[config.mk]
export PLATFORM = sky130hd
export DESIGN_NAME = binary_insertion_sorter
export DESIGN_NICKNAME = d
export VERILOG_FILES = /design/src/bis_pkg.sv /design/src/binary_insertion_sorter.sv /design/src/bis_ctrl.sv /design/src/bis_datapath.sv
export SDC_FILE = /design/constraint.sdc
export NUM_CORES = 2
export LEC_CHECK = 0
export BUFFER_PORTS_ARGS = -buffer_cell sky130_fd_sc_hd__buf_2
export CAP_MARGIN = 20
export CORE_MARGIN = 5
export CORE_UTILIZATION = 49
export CTS_CLUSTER_DIAMETER = 120
export CTS_CLUSTER_SIZE = 10
export DETAILED_ROUTE_END_ITERATION = 6
export GPL_TIMING_DRIVEN = 0
export MAX_ROUTING_LAYER = met4
export SYNTH_ARGS = -nofsm -noshare
export SYNTH_HDL_FRONTEND = slang
export SYNTH_SLANG_ARGS = --single-unit
[constraint.sdc]
create_clock -name clk -period 13.2 [get_ports clk]
set_clock_uncertainty 0.2 [all_clocks]
set_input_delay 2.64 -clock clk [delete_from_list [all_inputs] [get_ports clk]]
set_output_delay 2.64 -clock clk [all_outputs]
set_load 0.02 [all_outputs]
[src/bis_pkg.sv]
package bis_pkg;

    localparam int DEF_MAX_ITEMS   = 64;
    localparam int DEF_VALUE_WIDTH = 32;

    typedef enum logic [2:0] {
        ST_IDLE,
        ST_CHECK,
        ST_SEARCH,
        ST_COMPARE,
        ST_SHIFT_CHK,
        ST_SHIFT_WR,
        ST_OUT_RD,
        ST_OUT_SHOW
    } state_t;

    typedef struct packed {
        logic load;
        logic mark_drop;
        logic search_init;
        logic read_mid;
        logic step;
        logic shift_init;
        logic read_shift;
        logic write_shift;
        logic insert;
        logic read_out;
        logic out_next;
        logic clear;
    } cmd_t;

    typedef struct packed {
        logic full;
        logic found;
        logic shift_done;
        logic last_pending;
        logic out_final;
    } status_t;

endpackage

[src/binary_insertion_sorter.sv]
// Each item is placed by S probes and then M moves, where S (at most about log2 of the fill) is the
// number of binary search probes and M the entries moved up, all through the single memory port.
// After the last item of a set, each sorted value is read and then shown once the previous one is taken.
// Reset (rst_n, asynchronous, active low) empties the set, clears the overflow flag and selects
// ascending order; the value store itself is not cleared and needs no clearing pass.
module binary_insertion_sorter #(
    parameter int MAX_ITEMS   = bis_pkg::DEF_MAX_ITEMS,
    parameter int VALUE_WIDTH = bis_pkg::DEF_VALUE_WIDTH
) (
    input  logic                          clk,
    input  logic                          rst_n,
    input  logic                          cfg_write,
    input  logic                          cfg_data,
    input  logic                          in_valid,
    output logic                          in_stall,
    input  logic signed [VALUE_WIDTH-1:0] item_value,
    input  logic                          last_item,
    output logic                          out_valid,
    input  logic                          out_stall,
    output logic signed [VALUE_WIDTH-1:0] sorted_value,
    output logic                          last_out,
    output logic                          overflowed
);
    import bis_pkg::*;

    cmd_t    cmd;
    status_t status;

    bis_ctrl u_ctrl (
        .clk       (clk),
        .rst_n     (rst_n),
        .in_valid  (in_valid),
        .in_stall  (in_stall),
        .out_valid (out_valid),
        .out_stall (out_stall),
        .status    (status),
        .cmd       (cmd)
    );

    bis_datapath #(
        .MAX_ITEMS   (MAX_ITEMS),
        .VALUE_WIDTH (VALUE_WIDTH)
    ) u_datapath (
        .clk          (clk),
        .rst_n        (rst_n),
        .cfg_write    (cfg_write),
        .cfg_data     (cfg_data),
        .item_value   (item_value),
        .last_item    (last_item),
        .cmd          (cmd),
        .status       (status),
        .sorted_value (sorted_value),
        .last_out     (last_out),
        .overflowed   (overflowed)
    );

endmodule

[src/bis_ctrl.sv]
module bis_ctrl (
    input  logic             clk,
    input  logic             rst_n,
    input  logic             in_valid,
    output logic             in_stall,
    output logic             out_valid,
    input  logic             out_stall,
    input  bis_pkg::status_t status,
    output bis_pkg::cmd_t    cmd
);
    import bis_pkg::*;

    state_t state_reg;
    state_t state_next;

    always_ff @(posedge clk or negedge rst_n)
    begin
        if (!rst_n)
        begin
            state_reg <= ST_IDLE;
        end
        else
        begin
            state_reg <= state_next;
        end
    end

    always_comb
    begin
        state_next = state_reg;
        cmd        = '0;
        in_stall   = 1'b1;
        out_valid  = 1'b0;
        unique case (state_reg)
            ST_IDLE:
            begin
                in_stall = 1'b0;
                if (in_valid)
                begin
                    cmd.load   = 1'b1;
                    state_next = ST_CHECK;
                end
            end
            ST_CHECK:
            begin
                if (status.full)
                begin
                    cmd.mark_drop = 1'b1;
                    state_next    = status.last_pending ? ST_OUT_RD : ST_IDLE;
                end
                else
                begin
                    cmd.search_init = 1'b1;
                    state_next      = ST_SEARCH;
                end
            end
            ST_SEARCH:
            begin
                if (status.found)
                begin
                    cmd.shift_init = 1'b1;
                    state_next     = ST_SHIFT_CHK;
                end
                else
                begin
                    cmd.read_mid = 1'b1;
                    state_next   = ST_COMPARE;
                end
            end
            ST_COMPARE:
            begin
                cmd.step   = 1'b1;
                state_next = ST_SEARCH;
            end
            ST_SHIFT_CHK:
            begin
                if (status.shift_done)
                begin
                    cmd.insert = 1'b1;
                    state_next = status.last_pending ? ST_OUT_RD : ST_IDLE;
                end
                else
                begin
                    cmd.read_shift = 1'b1;
                    state_next     = ST_SHIFT_WR;
                end
            end
            ST_SHIFT_WR:
            begin
                cmd.write_shift = 1'b1;
                state_next      = ST_SHIFT_CHK;
            end
            ST_OUT_RD:
            begin
                cmd.read_out = 1'b1;
                state_next   = ST_OUT_SHOW;
            end
            ST_OUT_SHOW:
            begin
                out_valid = 1'b1;
                if (!out_stall)
                begin
                    if (status.out_final)
                    begin
                        cmd.clear  = 1'b1;
                        state_next = ST_IDLE;
                    end
                    else
                    begin
                        cmd.out_next = 1'b1;
                        state_next   = ST_OUT_RD;
                    end
                end
            end
            default:
            begin
                state_next = ST_IDLE;
            end
        endcase
    end

endmodule

[src/bis_datapath.sv]
module bis_datapath #(
    parameter int MAX_ITEMS   = 64,
    parameter int VALUE_WIDTH = 32
) (
    input  logic                          clk,
    input  logic                          rst_n,
    input  logic                          cfg_write,
    input  logic                          cfg_data,
    input  logic signed [VALUE_WIDTH-1:0] item_value,
    input  logic                          last_item,
    input  bis_pkg::cmd_t                 cmd,
    output bis_pkg::status_t              status,
    output logic signed [VALUE_WIDTH-1:0] sorted_value,
    output logic                          last_out,
    output logic                          overflowed
);
    import bis_pkg::*;

    localparam int CW = $clog2(MAX_ITEMS + 1);
    localparam int AW = $clog2(MAX_ITEMS);

    logic signed [VALUE_WIDTH-1:0] mem [MAX_ITEMS];

    logic                          descending_reg;
    logic signed [VALUE_WIDTH-1:0] value_reg;
    logic                          last_reg;
    logic signed [VALUE_WIDTH-1:0] rd_data_reg;
    logic [CW-1:0]                 count_reg;
    logic [CW-1:0]                 count_next;
    logic                          dropped_reg;
    logic                          dropped_next;
    logic [CW-1:0]                 lo_reg;
    logic [CW-1:0]                 lo_next;
    logic [CW-1:0]                 hi_reg;
    logic [CW-1:0]                 hi_next;
    logic [CW-1:0]                 j_reg;
    logic [CW-1:0]                 j_next;
    logic [CW-1:0]                 k_reg;
    logic [CW-1:0]                 k_next;

    logic [CW:0]                   mid_sum;
    logic [CW-1:0]                 mid;
    logic [CW-1:0]                 j_minus;
    logic                          goes_before;
    logic                          rd_en;
    logic [AW-1:0]                 rd_addr;
    logic                          wr_en;
    logic [AW-1:0]                 wr_addr;
    logic signed [VALUE_WIDTH-1:0] wr_data;

    assign mid_sum     = {1'b0, lo_reg} + {1'b0, hi_reg};
    assign mid         = mid_sum[CW:1];
    assign j_minus     = j_reg - 1'b1;
    assign goes_before = descending_reg ? (rd_data_reg < value_reg)
                                        : (value_reg < rd_data_reg);

    always_comb
    begin
        rd_en   = cmd.read_mid | cmd.read_shift | cmd.read_out;
        rd_addr = k_reg[AW-1:0];
        if (cmd.read_mid)
        begin
            rd_addr = mid[AW-1:0];
        end
        else if (cmd.read_shift)
        begin
            rd_addr = j_minus[AW-1:0];
        end
        wr_en   = cmd.write_shift | cmd.insert;
        wr_addr = cmd.insert ? hi_reg[AW-1:0] : j_reg[AW-1:0];
        wr_data = cmd.insert ? value_reg : rd_data_reg;
    end

    always_ff @(posedge clk)
    begin
        if (wr_en)
        begin
            mem[wr_addr] <= wr_data;
        end
        if (rd_en)
        begin
            rd_data_reg <= mem[rd_addr];
        end
    end

    always_ff @(posedge clk)
    begin
        if (cmd.load)
        begin
            value_reg <= item_value;
            last_reg  <= last_item;
        end
    end

    always_comb
    begin
        count_next   = count_reg;
        dropped_next = dropped_reg;
        lo_next      = lo_reg;
        hi_next      = hi_reg;
        j_next       = j_reg;
        k_next       = k_reg;
        if (cmd.mark_drop)
        begin
            dropped_next = 1'b1;
        end
        if (cmd.search_init)
        begin
            lo_next = '0;
            hi_next = count_reg;
        end
        if (cmd.step)
        begin
            if (goes_before)
            begin
                hi_next = mid;
            end
            else
            begin
                lo_next = mid + 1'b1;
            end
        end
        if (cmd.shift_init)
        begin
            j_next = count_reg;
        end
        if (cmd.write_shift)
        begin
            j_next = j_minus;
        end
        if (cmd.insert)
        begin
            count_next = count_reg + 1'b1;
        end
        if (cmd.out_next)
        begin
            k_next = k_reg + 1'b1;
        end
        if (cmd.clear)
        begin
            count_next   = '0;
            dropped_next = 1'b0;
            k_next       = '0;
        end
    end

    always_ff @(posedge clk or negedge rst_n)
    begin
        if (!rst_n)
        begin
            descending_reg <= 1'b0;
            count_reg      <= '0;
            dropped_reg    <= 1'b0;
            lo_reg         <= '0;
            hi_reg         <= '0;
            j_reg          <= '0;
            k_reg          <= '0;
        end
        else
        begin
            if (cfg_write)
            begin
                descending_reg <= cfg_data;
            end
            count_reg   <= count_next;
            dropped_reg <= dropped_next;
            lo_reg      <= lo_next;
            hi_reg      <= hi_next;
            j_reg       <= j_next;
            k_reg       <= k_next;
        end
    end

    assign status.full         = (count_reg == CW'(MAX_ITEMS));
    assign status.found        = (lo_reg == hi_reg);
    assign status.shift_done   = (j_reg == hi_reg);
    assign status.last_pending = last_reg;
    assign status.out_final    = ((k_reg + 1'b1) == count_reg);

    assign sorted_value = rd_data_reg;
    assign last_out     = status.out_final;
    assign overflowed   = dropped_reg;

endmodule
==> results.py <==
metrics = {
    "timing": {
        "setup_violations": 0,
        "fin_ws_ps": 6690,
        "final_max_slew_viol_count": 0,
        "hold_viol": 0,
        "slew_headroom": 0.141,
        "fmax_mhz": 154,
        "rsz0062_at_grt": "false",
        "worst_pin_slew_ps": 1290,
        "fin_crit_ps": 6510,
        "tns_ps": 0,
        "finalCritPeriodShare": 0.494,
    },
    "synthesis": {
        "synth-edff-count": 2113,
        "synth-compound-area-share": 0.0687,
        "ys_warn_count": 0,
        "syn_nets": 6573,
        "synth_mux_area_frac": 0.00290,
        "avgSynthCellArea_um2": 13.3,
        "async_flop_share": 0.0186,
        "synthAdderAreaFrac": 0.00661,
        "synth_top_family_by_area": "simple AND/OR/NAND/NOR gates",
        "ys_seq_area_frac": 0.747,
        "synth_xor_area_frac": 0.00362,
        "synthesis.instances": 6489,
        "synth_area_mm2": 0.0863,
        "synth_simple_gate_area_frac": 0.147,
        "ys.flop_type": "edfxtp_1",
        "yosys_register_bits": 2153,
        "ys_types": 68,
    },
    "finish": {
        "drive_gt1_frac": 0.111,
        "nNetsFinal": 7037,
        "fin_util": 0.569,
        "syn_to_final_growth_pct": 15.9,
        "largest_reg_flops": 2048,
    },
    "die": {
        "start_util": 0.491,
        "die_y_um": 430,
        "rows": 154,
        "die_x_um": 430,
        "core_area_mm2": 0.176,
        "die_area_mm2": 0.185,
        "ioPinCount": 75,
    },
    "worst_setup_path": {
        "cp.arrival_ps": 7060,
        "r2r_start": "u_datapath.hi_reg[3]",
        "path_class": "flop to flop",
        "crit_required_ps": 13750,
        "crit_fanout": 10,
        "reg2reg_slack_ps": 6690,
        "rr_worst_depth": 15,
        "start_kind": "flop",
        "r2r_end": "u_datapath.sorted_value[25]",
        "end_kind": "flop",
    },
    "route": {
        "vias_per_cell": 6.37,
        "drc": 0,
        "wire_per_inst_um": 32.7,
        "dr.first_iter.drc_count": 9237,
        "drtAntennaViolNets": 0,
        "drt-total-wl_mm": 307,
        "vias": 59700,
        "firstDrtPassIters": 6,
    },
    "job": {
        "drv_cap": 0,
    },
    "clock_tree": {
        "cts.path.max_buffers": 3,
        "cts_tree": "built",
        "cts_max_level": 4,
        "cts_inserted_buffers": 233,
        "clkLatencyLatePin_ps": 900,
        "clockRootBuffer": "clkbuf_16",
        "path_clk_slew_ps": 60,
        "cts_setup_buffers": 0,
        "postCtsHoldBufs": 0,
        "cts_resized": 0,
        "cts_sinks": 2153,
    },
    "hold_path": {
        "min_to": "u_datapath.overflowed",
        "worstHoldPathType": "flop to flop",
        "hold_path_depth": 2,
        "min_from": "u_datapath.overflowed",
    },
    "global_routing": {
        "grt_overflow": 0,
        "grt_pass1_vias": 55900,
        "grt_usage": 0.335,
        "grt_pass1_wl_mm": 425,
        "antenna_found_initial": 23,
        "grt_max_degree": 41,
    },
    "place": {
        "portBuffers": 74,
        "hpwl_mm": 219,
        "post-place-ws_ps": 6920,
        "place.gp.congestion": 0.982,
    },
    "run_status": {
        "outcome": "finished, final reports clean",
    },
}
synthesized netlist by cell type, types with 3 or more instances:
master	n	area [µm²]
edfxtp_1	2113	63500
nand2_1	1734	6510
nand3_1	677	3390
clkbuf_1	225	845
and3_1	206	1290
a211oi_1	201	1510
a31oi_1	198	1240
buf_2	157	786
a311oi_1	116	1020
o21ai_0	99	495
a21oi_1	98	490
nor2_1	98	368
nand4_1	89	557
a32oi_1	83	727
buf_1	50	188
inv_1	50	188
ha_1	44	551
dfrtp_1	40	1000
or3_1	20	125
xnor2_1	20	175
mux2i_1	18	180
or2_1	17	106
nor3_1	14	70.1
xor2_1	12	105
buf_4	11	82.6
nand2b_1	9	56.3
a21o_1	8	60.1
nor2b_1	7	43.8
nand3b_1	6	45.0
o31ai_1	6	45.0
mux2_2	5	56.3
nor3b_1	4	30.0
o211ai_1	4	30.0
and2_1	3	18.8
o21a_1	3	22.5
o21ai_1	3	15.0
o31a_1	3	26.3
layer usage:
layer | GRT usage | share of wire | up-vias
met2 | 0.495 | 0.45 | 3983
met1 | 0.428 | 0.37 | 29800
met3 | 0.100 | 0.13 | 757
met5 | - | 0 | -
met4 | 0.155 | 0.056 | 0
li1 | - | - | 25100
critical path: stages, from the launching register on:
cell	delay, ps
dfrtp_1	450
ha_1	400
nor4_2	430
nand2_1	120
and3_1	220
buf_2	160
nand2_2	440
and2_1	200
buf_2	110
clkbuf_1	820
clkbuf_1	860
nand2_1	120
a311oi_1	980
a31oi_1	320
nand4_1	350
or2_1	150
layout by cell type (no fill, tap or decap), drive strengths merged, types with 44 or more instances in the layout:
cell,netlist,final
edfxtp,2113,2113
clkbuf,225,483
nor2,98,98
inv,50,56
diode,0,50
a311oi,116,116
a31oi,200,200
and3,206,206
a32oi,83,83
nand3,677,677
ha,44,44
a21oi,100,100
nand2,1735,1735
buf,219,446
a211oi,202,202
nand4,89,89
o21ai,104,104
kinds of logic (layout without fill, tap and decap cells):
kind of cell | after synthesis | after routing
AND/OR/NAND/NOR | 2893 | 2893
AO/OA/AOI/OAI | 846 | 846
buffers and inverters | 494 | 994
multiplexers | 24 | 24
adder cells (fa/ha/maj) | 45 | 45
flip-flops | 2153 | 2153
XOR/XNOR | 34 | 34
other | 0 | 50
metrics by stage:
| stage | hold WS [ps] | cells | instance area [µm²] |
|---|---|---|---|
| after floorplan | 274 | 6489 | 86300 |
| after global placement | 280 | 8903 | 89600 |
| after detailed placement | 294 | 9052 | 93500 |
| after CTS | 308 | 9323 | 99800 |
| after global routing | 339 | 9365 | 99900 |
| final | 304 | 9379 | 100000 |
area by class of cell:
cell class | instances | area (µm²)
sequential | 2153 | 64500
multi-input combinational | 3842 | 20600
timing repair buffer | 229 | 3470
inverter | 50 | 188
antenna | 50 | 125
clock buffer | 256 | 5960
buffer | 444 | 1910
fill | 13900 | 75800
clock inverter | 15 | 332
tap | 2340 | 2930
worst max path at each step:
stage	from	end	slack, ps	depth (start not counted)
floorplan	u_datapath.j_reg[2]	u_datapath.mem[0][31]	8300	7
global placement	u_datapath.j_reg[2]	u_datapath.mem[20][23]	2200	7
detailed placement	u_datapath.hi_reg[3]	u_datapath.sorted_value[12]	6920	15
CTS	u_datapath.hi_reg[3]	u_datapath.sorted_value[12]	6890	15
global route	u_datapath.hi_reg[3]	u_datapath.sorted_value[25]	6660	15
finish	u_datapath.hi_reg[3]	u_datapath.sorted_value[25]	6690	15
Power is left out: the tool's default activity adds up to more than one toggle a clock period on the data nets, which glitch-free logic cannot reach.
